===== src/sv/tssd_pkg.sv =====
package tssd_pkg;

  localparam int DIST_W  = 16;
  localparam int CODE_W  = 8;
  localparam int TICK_W  = 32;
  localparam int GEST_W  = 3;
  localparam int FLAG_N  = 12;
  localparam int ADDR_W  = 3;
  localparam int IN_DATA_W  = 104;
  localparam int OUT_DATA_W = 8;

  // register index taken from the word address bit
  localparam logic REG_MAX_DIST = 1'b0;
  localparam logic REG_TIMEOUT  = 1'b1;

  // status codes accepted by the near tests
  localparam logic [CODE_W-1:0] CODE_OK  = 8'd0;
  localparam logic [CODE_W-1:0] CODE_ALT = 8'd7;

  // reset values of the registers
  localparam logic [DIST_W-1:0] MAX_DIST_RST = 16'd300;
  localparam logic [DIST_W-1:0] TIMEOUT_RST  = 16'd1200;

  // item kinds
  localparam logic MODE_FRAME = 1'b0;
  localparam logic MODE_CHECK = 1'b1;

  // progress flag positions
  localparam int DU_BOT = 0;
  localparam int DU_MID = 1;
  localparam int DU_TOP = 2;
  localparam int UD_TOP = 3;
  localparam int UD_MID = 4;
  localparam int UD_BOT = 5;
  localparam int LR_L   = 6;
  localparam int LR_M   = 7;
  localparam int LR_R   = 8;
  localparam int RL_R   = 9;
  localparam int RL_M   = 10;
  localparam int RL_L   = 11;

  typedef enum logic [GEST_W-1:0] {
    GEST_NONE = 3'd0,
    GEST_DU   = 3'd1,
    GEST_UD   = 3'd2,
    GEST_LR   = 3'd3,
    GEST_RL   = 3'd4
  } gesture_t;

  typedef struct packed {
    logic [DIST_W-1:0] dist_limit;
    logic [DIST_W-1:0] timeout_ticks;
  } cfg_t;

  typedef struct packed {
    logic              mode;
    logic [DIST_W-1:0] left_distance;
    logic [DIST_W-1:0] center_distance;
    logic [DIST_W-1:0] right_distance;
    logic [CODE_W-1:0] left_code;
    logic [CODE_W-1:0] center_code;
    logic [CODE_W-1:0] right_code;
    logic [TICK_W-1:0] now_ticks;
  } item_t;

  typedef struct packed {
    gesture_t gesture;
    logic     flags_cleared;
  } result_t;

endpackage


===== src/sv/three_sensor_swipe_detector_top.sv =====
// Swipe detector for three distance sensors (left, center, right).
// Input stream: one transfer per item. in_tuser selects the kind: 0 is a
// sensor frame with mean distances and status codes, 1 is a timeout check
// at the tick count in now_ticks. Every item yields exactly one result.
// Output stream: out_tdata carries the gesture code (0 none, 1 down-up,
// 2 up-down, 3 left-right, 4 right-left) and a flag set when a timeout
// check cleared all gesture progress.
// A result passes through the input register and then the result register.
// Throughput: one item per cycle while out_tready is high; the flag update
// is a single short combinational pass between the input and result
// registers. The input register still takes an item while a result waits
// unread, so a stalled receiver holds the result and stops input after one
// more item. Reset (rst_n low, synchronous) clears all progress flags,
// disarms the timeout window, empties both registers and restores the
// distance threshold to 300 and timeout_ticks to 1200. Registers sit at
// byte address 0 and 4 of the configuration port; the user must ensure
// they are written only while idle; the block does not enforce this.
module three_sensor_swipe_detector_top
  import tssd_pkg::*;
(
  input  logic                  clk,
  input  logic                  rst_n,
  // fields from bit 0: left_distance, center_distance, right_distance,
  // left_code, center_code, right_code, now_ticks
  input  logic [IN_DATA_W-1:0]  in_tdata,
  // field: mode
  input  logic                  in_tuser,
  input  logic                  in_tvalid,
  output logic                  in_tready,
  // fields from bit 0: gesture[2:0], flags_cleared[3], zero fill
  output logic [OUT_DATA_W-1:0] out_tdata,
  output logic                  out_tvalid,
  input  logic                  out_tready,
  input  logic                  cfg_psel,
  input  logic                  cfg_penable,
  input  logic                  cfg_pwrite,
  input  logic [ADDR_W-1:0]     cfg_paddr,
  input  logic [31:0]           cfg_pwdata,
  output logic [31:0]           cfg_prdata,
  output logic                  cfg_pready
);

  cfg_t    cfg;
  item_t   item_r, item_nxt;
  logic    in_vld_r;
  result_t res;
  result_t res_r;
  logic    out_vld_r;
  logic    fire;

  tssd_cfg u_cfg (
    .clk         (clk),
    .rst_n       (rst_n),
    .cfg_psel    (cfg_psel),
    .cfg_penable (cfg_penable),
    .cfg_pwrite  (cfg_pwrite),
    .cfg_paddr   (cfg_paddr),
    .cfg_pwdata  (cfg_pwdata),
    .cfg_prdata  (cfg_prdata),
    .cfg_pready  (cfg_pready),
    .cfg         (cfg)
  );

  // unpack the input transfer
  always_comb begin
    item_nxt.mode            = in_tuser;
    item_nxt.left_distance   = in_tdata[15:0];
    item_nxt.center_distance = in_tdata[31:16];
    item_nxt.right_distance  = in_tdata[47:32];
    item_nxt.left_code       = in_tdata[55:48];
    item_nxt.center_code     = in_tdata[63:56];
    item_nxt.right_code      = in_tdata[71:64];
    item_nxt.now_ticks       = in_tdata[103:72];
  end

  // advance an item into the result register when that slot frees up
  assign fire      = in_vld_r && (!out_vld_r || out_tready);
  assign in_tready = !in_vld_r || fire;

  tssd_core u_core (
    .clk   (clk),
    .rst_n (rst_n),
    .cfg   (cfg),
    .fire  (fire),
    .item  (item_r),
    .res   (res)
  );

  // input register
  always_ff @(posedge clk) begin
    if (!rst_n) begin
      in_vld_r <= 1'b0;
    end else if (in_tready) begin
      in_vld_r <= in_tvalid;
    end
  end

  always_ff @(posedge clk) begin
    if (in_tvalid && in_tready) begin
      item_r <= item_nxt;
    end
  end

  // result register; hold while the receiver stalls
  always_ff @(posedge clk) begin
    if (!rst_n) begin
      out_vld_r <= 1'b0;
    end else if (fire) begin
      out_vld_r <= 1'b1;
    end else if (out_tready) begin
      out_vld_r <= 1'b0;
    end
  end

  always_ff @(posedge clk) begin
    if (fire) begin
      res_r <= res;
    end
  end

  assign out_tvalid = out_vld_r;
  assign out_tdata  = {4'd0, res_r.flags_cleared, res_r.gesture};

`ifndef ASSERT_OFF
  a_result_kind: assert property (@(posedge clk) disable iff (!rst_n)
    out_vld_r |-> !(res_r.flags_cleared && res_r.gesture != GEST_NONE))
    else $error("result carries both a gesture and a clear");

  a_stall_holds_input: assert property (@(posedge clk) disable iff (!rst_n)
    in_vld_r && out_vld_r && !out_tready |=> in_vld_r && $stable(item_r))
    else $error("input register lost an item during a stall");

  a_fire_fills_output: assert property (@(posedge clk) disable iff (!rst_n)
    fire |=> out_vld_r)
    else $error("processed item did not reach the result register");
`endif

endmodule


===== src/sv/tssd_cfg.sv =====
module tssd_cfg
  import tssd_pkg::*;
(
  input  logic              clk,
  input  logic              rst_n,
  input  logic              cfg_psel,
  input  logic              cfg_penable,
  input  logic              cfg_pwrite,
  input  logic [ADDR_W-1:0] cfg_paddr,
  input  logic [31:0]       cfg_pwdata,
  output logic [31:0]       cfg_prdata,
  output logic              cfg_pready,
  output cfg_t              cfg
);

  logic [DIST_W-1:0] max_dist_r;
  logic [DIST_W-1:0] timeout_r;
  logic              wr_en;
  logic              reg_sel;

  assign cfg_pready = 1'b1;
  assign wr_en      = cfg_psel && cfg_penable && cfg_pwrite && cfg_pready;
  assign reg_sel    = cfg_paddr[2];

  // write the addressed register on the access cycle
  always_ff @(posedge clk) begin
    if (!rst_n) begin
      max_dist_r <= MAX_DIST_RST;
      timeout_r  <= TIMEOUT_RST;
    end else if (wr_en) begin
      case (reg_sel)
        REG_MAX_DIST: max_dist_r <= cfg_pwdata[DIST_W-1:0];
        REG_TIMEOUT:  timeout_r  <= cfg_pwdata[DIST_W-1:0];
        default: ;
      endcase
    end
  end

  // read back
  always_comb begin
    case (reg_sel)
      REG_MAX_DIST: cfg_prdata = {16'd0, max_dist_r};
      REG_TIMEOUT:  cfg_prdata = {16'd0, timeout_r};
      default:      cfg_prdata = 32'd0;
    endcase
  end

  assign cfg.dist_limit    = max_dist_r;
  assign cfg.timeout_ticks = timeout_r;

endmodule


===== src/sv/tssd_core.sv =====
module tssd_core
  import tssd_pkg::*;
(
  input  logic    clk,
  input  logic    rst_n,
  input  cfg_t    cfg,
  input  logic    fire,
  input  item_t   item,
  output result_t res
);

  logic [FLAG_N-1:0] flags_r, flags_nxt;
  logic              armed_r, armed_nxt;
  logic [TICK_W-1:0] start_r, start_nxt;

  logic ln, cn, rn, lf, cf, rf;
  logic lok, cok, rok, lok7, cok7, rok7;
  logic [FLAG_N-1:0] f;
  logic [TICK_W-1:0] start_eff;
  logic [TICK_W-1:0] elapsed;
  logic              expired;
  gesture_t          gest;

  // near and far tests against the threshold
  always_comb begin
    ln   = item.left_distance   < cfg.dist_limit;
    cn   = item.center_distance < cfg.dist_limit;
    rn   = item.right_distance  < cfg.dist_limit;
    lf   = item.left_distance   > cfg.dist_limit;
    cf   = item.center_distance > cfg.dist_limit;
    rf   = item.right_distance  > cfg.dist_limit;
    lok  = item.left_code   == CODE_OK;
    cok  = item.center_code == CODE_OK;
    rok  = item.right_code  == CODE_OK;
    lok7 = lok || (item.left_code   == CODE_ALT);
    cok7 = cok || (item.center_code == CODE_ALT);
    rok7 = rok || (item.right_code  == CODE_ALT);
  end

  // update flags in order; later tests see flags set earlier in the frame
  always_comb begin
    f = flags_r;
    if (ln && lok7 && !f[DU_MID] && !f[DU_TOP] && cf && rf) f[DU_BOT] = 1'b1;
    if (rn && rok7 && !f[DU_MID] && f[DU_BOT] && cf)        f[DU_MID] = 1'b1;
    if (cn && cok7 && f[DU_MID] && f[DU_BOT])               f[DU_TOP] = 1'b1;

    if (cn && cok && !f[UD_MID] && !f[UD_BOT] && lf && rf)  f[UD_TOP] = 1'b1;
    if (rn && rok && !f[UD_BOT] && f[UD_TOP] && lf)         f[UD_MID] = 1'b1;
    if (ln && lok && f[UD_MID] && f[UD_TOP])                f[UD_BOT] = 1'b1;

    if (ln && lok && !f[LR_M] && !f[LR_R] && cf && rf)      f[LR_L] = 1'b1;
    if (cn && cok && !f[LR_R] && f[LR_L] && rf)             f[LR_M] = 1'b1;
    if (rn && rok && f[LR_M] && f[LR_L])                    f[LR_R] = 1'b1;

    if (rn && rok && !f[RL_M] && !f[RL_L] && cf && lf)      f[RL_R] = 1'b1;
    if (cn && cok && !f[RL_L] && f[RL_R] && lf)             f[RL_M] = 1'b1;
    if (ln && lok && f[RL_M] && f[RL_R])                    f[RL_L] = 1'b1;
  end

  // pick the first complete gesture
  always_comb begin
    if (f[DU_BOT] && f[DU_MID] && f[DU_TOP])      gest = GEST_DU;
    else if (f[UD_TOP] && f[UD_MID] && f[UD_BOT]) gest = GEST_UD;
    else if (f[LR_L] && f[LR_M] && f[LR_R])       gest = GEST_LR;
    else if (f[RL_R] && f[RL_M] && f[RL_L])       gest = GEST_RL;
    else                                          gest = GEST_NONE;
  end

  // timeout window; an arming check measures zero elapsed time
  assign start_eff = armed_r ? start_r : item.now_ticks;
  assign elapsed   = item.now_ticks - start_eff;
  assign expired   = elapsed > {{(TICK_W-DIST_W){1'b0}}, cfg.timeout_ticks};

  // next state and result
  always_comb begin
    flags_nxt = flags_r;
    armed_nxt = armed_r;
    start_nxt = start_r;
    res.gesture       = GEST_NONE;
    res.flags_cleared = 1'b0;
    if (item.mode == MODE_CHECK) begin
      start_nxt = start_eff;
      armed_nxt = !expired;
      if (expired) begin
        flags_nxt = '0;
      end
      res.flags_cleared = expired;
    end else begin
      flags_nxt   = f;
      res.gesture = gest;
    end
  end

  // hold state until an item passes through
  always_ff @(posedge clk) begin
    if (!rst_n) begin
      flags_r <= '0;
      armed_r <= 1'b0;
      start_r <= '0;
    end else if (fire) begin
      flags_r <= flags_nxt;
      armed_r <= armed_nxt;
      start_r <= start_nxt;
    end
  end

`ifndef ASSERT_OFF
  a_clear_empties: assert property (@(posedge clk) disable iff (!rst_n)
    fire && item.mode == MODE_CHECK && expired |=> flags_r == '0 && !armed_r)
    else $error("timeout did not clear flags and disarm");

  a_check_arms: assert property (@(posedge clk) disable iff (!rst_n)
    fire && item.mode == MODE_CHECK && !expired |=> armed_r && $stable(flags_r))
    else $error("check without timeout changed flags or left window disarmed");

  a_unarmed_no_clear: assert property (@(posedge clk) disable iff (!rst_n)
    !armed_r && item.mode == MODE_CHECK |-> !expired)
    else $error("arming check reported a timeout");

  a_frame_sets_only: assert property (@(posedge clk) disable iff (!rst_n)
    fire && item.mode == MODE_FRAME |=> (flags_r & $past(flags_r)) == $past(flags_r))
    else $error("sensor frame cleared a progress flag");
`endif

endmodule


===== config.mk =====
export PLATFORM = sky130hd
export DESIGN_NAME = three_sensor_swipe_detector_top
export DESIGN_NICKNAME = d
export VERILOG_FILES = /design/src/sv/tssd_pkg.sv /design/src/sv/three_sensor_swipe_detector_top.sv /design/src/sv/tssd_cfg.sv /design/src/sv/tssd_core.sv
export SDC_FILE = /design/constraint.sdc
export NUM_CORES = 1
export LEC_CHECK = 0
export BUFFER_PORTS_ARGS = -buffer_cell sky130_fd_sc_hd__buf_2
export CORE_MARGIN = 2
export CORE_UTILIZATION = 40
export DETAILED_ROUTE_END_ITERATION = 8
export HOLD_SLACK_MARGIN = 0.06
export SYNTH_ARGS = -nofsm -noshare
export SYNTH_HDL_FRONTEND = slang
export SYNTH_SLANG_ARGS = --single-unit

===== constraint.sdc =====
create_clock -name clk -period 15.4 [get_ports clk]
set_clock_uncertainty 0.2 [all_clocks]
set_input_delay 3.08 -clock clk [delete_from_list [all_inputs] [get_ports clk]]
set_output_delay 3.08 -clock clk [all_outputs]
set_load 0.02 [all_outputs]

Word level (Yosys, flattened, before mapping)
Cells that the tools add are included.

cells by class
  $add $sub $neg = 1
  order comparisons = 7
  equal/unequal tests = 4
  muxes and demuxes = 22
  bitwise operators = 1
  reduce and logical (&&, ||, !) cells = 80

operators with widths
  cell                                                  number
  case mux 32 bit (2 select lines)                      1
  logical AND 1 bit                                     54
  greater-than comparator 16 bit                        3
  less-than comparator 16 bit                           3
  greater-than comparator 32 x 16 -> 1 bit              1
  2-to-1 mux 32 bit                                     1
  subtractor 32 bit                                     1
  equality test 8 x 3 -> 1 bit (second input constant)  3
  zero test 8 bit                                       3
  2-to-1 mux 12 bit                                     2
  2-to-1 mux 1 bit                                      15
  zero test 1 bit                                       11
  AND reduction 2 bit                                   4
  logical OR 1 bit                                      5
  2-to-1 mux 2 bit                                      2
  OR reduction 4 bit                                    1
  2-to-1 mux 3 bit                                      1
  != test 2 x 1 -> 1 bit (second input constant)        1
  nonzero test 2 bit                                    1
  OR reduction 2 bit                                    1
  inverter 1 bit                                        1

storage, ports and cells
  register bits = 188
  bits of input ports = 147
  word-level logic and storage cells = 134

Depth between registers and ports, before layout
Gate-level depths: netlist (run 1).

  depth after elaboration = 18
  gate-level depth with buffers = 25
  depth with buffers taken out = 22

Cells and area by module
A second synthesis (run 1) with hierarchy kept.

unflattened totals
  cells, all modules = 1070
  area total of the unflattened synthesis = 11034.3 um^2

modules (own cells, without submodules)
  module                           instances  cells each  area an instance (um^2)  seq. area each (um^2)
  tssd_core                        1          780         6008.3                   900.9
  three_sensor_swipe_detector_top  1          123         3410.8                   3313.2
  tssd_cfg                         1          167         1615.3                   640.6

Worst setup path before layout (run 1)
No wires, ideal clock.

  path kind = input to output
  from = input cfg_paddr[2]
  to = output cfg_prdata[15]
  arrival = 3.909 ns
  data required time = 12.120 ns
  path slack = 8.211 ns
  stages = 3
  cell sequence = clkbuf_1 -> clkbuf_1 -> o21ai_0

between the ends
  word-level cells in the longest chain between the ends = 2

RTL lines
  element                             line                                   text
  from (decl)                         three_sensor_swipe_detector_top.sv:37  input logic [ADDR_W-1:0] cfg_paddr,
  inverter 1 bit                      tssd_cfg.sv:41                         case (reg_sel)
  case mux 32 bit (2 select lines) *  tssd_cfg.sv:41
  to (decl)                           three_sensor_swipe_detector_top.sv:39  output logic [31:0] cfg_prdata,

Mark *: on every way between the ends. The rest lies on a longest branch, timed or not. The select of a mux whose other input is x is not followed.

Final worst setup path (run 1)
  from = input cfg_paddr[2]
  to = output cfg_prdata[0]

Same word-level chain as after synthesis.

==> results of run 1 <==
[Yosys cell counts, drive strengths merged, types with 3 or more instances]
master and instances:
xor2 8, nor2b 9, nor2 75, clkbuf 37, nand4 18, a41oi 4, or3 8, and2 8
a2111oi 5, nand2 114, o2111ai 3, ha 95, nor3 16, a21oi 86, o21bai 3, a221oi 3
dfxtp 79, or4 3, or2 4, a31oi 3, a211oi 39, o211ai 11, xnor2 17, o21ai 53
a21o 27, nor4 8, buf 23, nand2b 6, edfxtp 109, inv 45, and4 5, and3 6
o21a 10, mux2i 33, nand3 12
[registers in the layout (all words and copies together), names as in the netlist]
signal and cells:
item_r 105, in_vld_r 1, u_core.start_r 32, u_cfg.max_dist_r 16, out_tdata 4, out_tvalid 1, u_cfg.timeout_r 16, u_core.flags_r 12
u_core.armed_r 1
[where the power goes]
group | switching, uW | total (uW) | internal (uW)
Sequential | 10.7 | 567 | 557
Combinational | 118 | 196 | 78.2
Clock | 239 | 467 | 228
Total | 367 | 1230 | 863
[worst max-delay path by stage]
stage                      start             end  depth (start not counted)
floorplan           cfg_paddr[2]  cfg_prdata[15]                          3
global placement    cfg_paddr[2]   cfg_prdata[0]                          3
detailed placement  cfg_paddr[2]   cfg_prdata[0]                          3
CTS                 cfg_paddr[2]   cfg_prdata[0]                          3
global route        cfg_paddr[2]   cfg_prdata[5]                          4
finish              cfg_paddr[2]   cfg_prdata[0]                          3
[cell type report]
class                      instances  area [um^2]  share of cell area
clock inverter                    15          205              0.0172
multi-input combinational        749         5070               0.424
inverter                          46          173              0.0145
antenna                            1         2.50            0.000210
clock buffer                      17          425              0.0356
sequential                       188         4860               0.407
timing repair buffer             156          796              0.0667
tap                              330          413              0.0346
[worst max-delay path, delay by kind of cell]
kind	cells	cell delay, ps
muxes	1	400
buffers and inverters	2	610
[kinds of logic (layout without fill, tap and decap cells)]
kind of cell	after synthesis	count (layout)	share of synthesized area
DFF	188	188	0.470
muxes	34	34	0.0331
other	2	22	0.000727
AOI/OAI and AO/OA	275	275	0.176
and+or+nand+nor	298	298	0.135
buffers and inverters	106	234	0.0470
adders and majority gates	96	96	0.117
xor gates and xnor gates	25	25	0.0212
[through the flow]
| step | cells | util |
|---|---|---|
| 6_report | 1502 | 0.473 |
| 5_1_grt | 1501 | 0.473 |
| 3_5_place_dp | 1469 | 0.448 |
| 2_1_floorplan | 1043 | - |
| 3_3_place_gp | 1469 | 0.448 |
| 4_1_cts | 1501 | 0.473 |
[layer usage]
metal | vias up | track usage
met3 | 25 | 0.0354
met1 | 3676 | 0.249
met4 | 0 | 0.0482
met2 | 173 | 0.305
li1 | 4026 | -
met5 | - | 0
==> flow_summary_export.csv, run 1 <==
group,metric,value,unit
routing,detail_route.wl_per_cell,16.1,um
cells_and_area,stdcell_area,11900,um^2
logic_synthesis,yosys_warnings,0,
routing,first_pass_iters,5,
power_and_ir_drop,ir_drop,0.0000585,V
logic_synthesis,syn_area,10300,um^2
floorplanning,ios,190,
sta,timing.final.ws_setup,8030,ps
power_and_ir_drop,leakage,0.00468,uW
global_route,grt_pass1_vias,7616,
logic_synthesis,ys_types,74,
sta,finalSetupViolations,0,
worst_setup_path,crit_chain,"buf_2 > mux2_2 > buf_2",
sta,fin_crit,7370,ps
worst_setup_path,worstSetupEndpointType,"output pin",
power_and_ir_drop,power_density,103,nW/um^2
worst_setup_path,path_common_cell,"buf_2",
cts,postCtsHoldBufs,0,
cts,post_cts_resized,0,
routing,top_layer_used,"met4",
cts,cts_tree,"done",
cells_and_area,final_cell_mix,"150 x buf_2, 114 x nand2_1, 109 x edfxtp_1, 95 x ha_1, 85 x a21oi_1",
sta,hold_viol,0,
worst_setup_path,cp_slowest_cell,"buf_2",
cts,post-cts-setup-buffers,0,
placed_design,numPortBuffers,150,
routing,drt_iter0_markers,482,
worst_setup_path,crit_type,"primary input to output pin",
routing,vias,7900,
global_route,grt_max_degree,74,
placed_design,dp_hpwl,17900,um
global_route,antenna_found_initial,1,
cts,clock_path_buffers,2,
floorplanning,chipHeight,165,um
placed_design,globalplace.congestion,0.843,
routing,via_per_inst,5.26,
cts,cts_max_level,4,
sta,rsz0062_at_grt,"false",
worst_setup_path,r2r_end,"out_tdata[3]$_SDFFCE_PN0P_",
cts,cts.sinks,188,
cts,clock-root-buffer,"clkbuf_16",
sta,finalSetupTns,0,ps
routing,wl_met1,11500,um
floorplanning,initial_core_util,0.409,
status,status,"finished, final reports clean",
routing,drc,0,
cells_and_area,fin_nets,1401,
routing,wl,24200,um
cts,cts.clk_slew.worst_paths,80,ps
floorplanning,fp.dieW,165,um
worst_setup_path,slowest_delay,450,ps
worst_setup_path,crit_arrival,4090,ps
cells_and_area,syn_to_final_growth,15.5,%
floorplanning,die_area,27100,um^2
logic_synthesis,ys_top_cells_by_area,"edfxtp_1 32%, dfxtp_1 15%, ha_1 12%",
sta,worst_pin_slew,1000,ps
sta,holdWs,256,ps
logic_synthesis,syn_area_per_cell,10.1,um^2
sta,drv_slew,0,
sta,fmax,136,MHz
logic_synthesis,synth_enable_flop_cells,109,
global_route,gr-total-overflow,0,
logic_synthesis,synthCells,1024,
placed_design,dp_worst_setup_slack,8040,ps
cts,cts_buffers,17,
worst_setup_path,path_max_fanout,34,
floorplanning,fp.coreArea,25300,um^2
hold_path,hold_depth,2,
hold_path,hold_class,"flop to flop",
logic_synthesis,synth-async-reset-ratio,0,
global_route,track_usage,0.185,
power_and_ir_drop,total_power,1230,uW
sta,min_period_over_period,0.479,
logic_synthesis,ys_seq_elements,188,
hold_path,min_to,"u_cfg.max_dist_r[7]$_SDFFE_PN0P_",
placed_design,place_area,11300,um^2
floorplanning,num_rows,58,
logic_synthesis,synth.top_cell.area_share,0.317,
hold_path,worstHoldStart,"u_cfg.max_dist_r[7]$_SDFFE_PN0P_",
cells_and_area,fill_cells,2419,
cells_and_area,drive_above_1_share,0.177,
job,cap_viol_max_count,0,
global_route,grt_pass1_wl,39200,um
logic_synthesis,ys.flop_type,"edfxtp_1",
routing,wl_met2,11300,um
worst_setup_path,regToRegStartpoint,"u_core.armed_r$_SDFFE_PN0P_",
cts,clkLatencyLatePin,440,ps
worst_setup_path,r2r_cells,21,
cells_and_area,final_common_cell,"buf_2",
logic_synthesis,seq_area_frac_synth,0.470,
sta,slew_headroom,0.327,
worst_setup_path,cp-start-kind,"primary input",
routing,drtAntennaViolNets,0,
worst_setup_path,regToRegSetupSlack,8960,ps
routing,dr_wl_met3,1020,um
logic_synthesis,synth_top_cell_by_area,"edfxtp_1",
worst_setup_path,required,12120,ps
(Power assumes the default switching activity.)
==> run 2: changes to the inputs <==
Clock period 15.4 ns to 6.65 ns, I/O delays scaled along.
==> run 2 against run 1 <==
Largest cell class unchanged. Flip-flop and latch count unchanged. Die area unchanged. Count of clock-buffer cells in the layout unchanged. Wire length down 0.70%. Global-route usage down 0.41 points. Hold slack about the same. Sequential power up 130%. Via count about the same. Critical path depth up 18. Critical path type is now flop to flop.
==> flow_summary_export.csv, run 2 (synthesized netlist as in run 1, its figures left out) <==
group,metric,value,unit
routing,vias,7899,
routing,drtAntennaViolNets,0,
floorplanning,ios,190,
cts,clock_path_buffers,2,
job,cap_viol_max_count,0,
cells_and_area,final_cell_mix,"150 x buf_2, 114 x nand2_1, 109 x edfxtp_1, 95 x ha_1, 85 x a21oi_1",
placed_design,numPortBuffers,150,
floorplanning,fp.coreArea,25300,um^2
worst_setup_path,crit_type,"flop to flop",
sta,rsz0062_at_grt,"false",
global_route,grt_pass1_vias,7489,
floorplanning,initial_core_util,0.409,
power_and_ir_drop,p_sw,839,uW
status,status,"finished, final reports clean",
cells_and_area,fin_nets,1401,
power_and_ir_drop,ir_drop,0.000173,V
routing,wl,24000,um
worst_setup_path,cp-start-kind,"flop",
sta,finalSetupViolations,0,
sta,fin_crit,6010,ps
global_route,gr-total-overflow,0,
routing,detail_route.wl_per_cell,16.0,um
worst_setup_path,path_common_cell,"nand4_1",
cts,cts.clk_slew.worst_paths,80,ps
worst_setup_path,regToRegStartpoint,"u_core.armed_r$_SDFFE_PN0P_",
global_route,grt_max_degree,74,
cells_and_area,stdcell_area,12000,um^2
cts,clock-root-buffer,"clkbuf_16",
cts,cts_max_level,4,
worst_setup_path,path_max_fanout,20,
sta,finalSetupTns,0,ps
cts,post-cts-setup-buffers,0,
worst_setup_path,worstSetupEndpointType,"flop",
power_and_ir_drop,leakage,0.00469,uW
global_route,antenna_found_initial,3,
sta,min_period_over_period,0.904,
floorplanning,chipHeight,165,um
sta,drv_slew,0,
power_and_ir_drop,p_comb_frac,0.159,
routing,via_per_inst,5.25,
worst_setup_path,crit_start,"u_core.armed_r$_SDFFE_PN0P_",
cells_and_area,fin_util,0.474,
sta,fmax,166,MHz
cells_and_area,drive_above_1_share,0.178,
placed_design,globalplace.congestion,0.869,
cts,cts_buffers,17,
cells_and_area,largest_register,"item_r",
worst_setup_path,crit_chain,"mux2i_1 > ha_1 > a21o_1 > a31o_1 > a41oi_2 > o21ai_0 > nor2_1 > o21ai_0 > a31oi_1 > xnor2_1 > ha_1 > nand4_1 > nor4_1 > nand4_1 > o31a_1 > nor4_1 > nand3_1 > a2111oi_2 > nand4_1 > or4_4 > and2_1",
cts,postCtsHoldBufs,0,
sta,hold_viol,0,
placed_design,dp.cells,1469,
power_and_ir_drop,total_power,2870,uW
cells_and_area,reg_top3,"item_r: 105 flops, u_core.start_r: 32 flops",
placed_design,place_area,11300,um^2
cells_and_area,syn_to_final_growth,15.8,%
cells_and_area,largest_reg_flops,105,
floorplanning,num_rows,58,
routing,drt_iter0_markers,473,
power_and_ir_drop,power_density,240,nW/um^2
cts,cts_tree,"done",
hold_path,worstHoldStart,"u_cfg.max_dist_r[12]$_SDFFE_PN0P_",
cts,post_cts_resized,0,
worst_setup_path,crit_arrival,6010,ps
worst_setup_path,required,6650,ps
worst_setup_path,cp_slowest_cell,"dfxtp_4",
sta,slew_headroom,0.343,
worst_setup_path,slowest_delay,560,ps
floorplanning,die_area,27100,um^2
cts,cts.sinks,188,
routing,drc,0,
hold_path,hold_class,"flop to flop",
cts,clkLatencyLatePin,440,ps
power_and_ir_drop,swShare,0.292,
global_route,grt_pass1_wl,38300,um
power_and_ir_drop,seq_power_share,0.457,
floorplanning,fp.dieW,165,um
routing,first_pass_iters,5,
cells_and_area,layout.cells.non_filler,1504,
sta,worst_pin_slew,979,ps
power_and_ir_drop,clockPowerShare,0.384,
global_route,track_usage,0.181,
cells_and_area,final_common_cell,"buf_2",
power_and_ir_drop,p_int,2030,uW
placed_design,dp_hpwl,18000,um
-- run 2: routing by layer --
layer | routed length, um | GRT usage | vias to the layer above | share of wire
met5 | 0 | 0 | - | 0
met4 | 384 | 0.0486 | 0 | 0.016
met3 | 977 | 0.0301 | 28 | 0.041
met2 | 11200 | 0.298 | 176 | 0.46
met1 | 11500 | 0.247 | 3668 | 0.48
li1 | - | - | 4027 | -
-- run 2: area by class of cell --
cell class,instances,area (um^2)
tap,330,413
sequential,188,4860
clock inverter,15,218
timing repair buffer,156,796
fill,2420,13300
clock buffer,17,425
antenna,3,7.51
multi-input combinational,749,5070
inverter,46,173
-- run 2: path summary, 6_finish.rpt --
| kind | to | slack [ps] | cells past startpoint |
|---|---|---|---|
| worst max-delay path | out_tdata[3]$_SDFFCE_PN0P_ | 640 | 21 |
| worst min-delay path | u_cfg.max_dist_r[12]$_SDFFE_PN0P_ | 260 | 2 |
| worst max register to register | out_tdata[3]$_SDFFCE_PN0P_ | 640 | 21 |
| worst min register to register | u_cfg.max_dist_r[12]$_SDFFE_PN0P_ | 260 | 2 |
-- run 2: worst max-delay path, delay by kind of cell (launching register included) --
family          cells  cell delay (ps)
simple gates        9             2230
fa+ha+maj           2              630
mux                 1              280
xor+xnor            1              120
flops               1              560
compound gates      8             1760
-- run 2: stage by stage --
step                      hold slack, ps  setup WS [ps]
after floorplan                      236            833
after global placement               241            366
after detailed placement             247            282
after CTS                            258            270
after global routing                 277            160
final                                256            638
-- run 2: power groups by stage --
stage / combinational [uW] / sequential, uW / clock [uW]
floorplan: 330 / 1340 / 0
global placement: 445 / 1340 / 0
detailed placement: 453 / 1340 / 0
CTS: 456 / 1310 / 1130
global route: 516 / 1320 / 1170
finish: 457 / 1310 / 1100
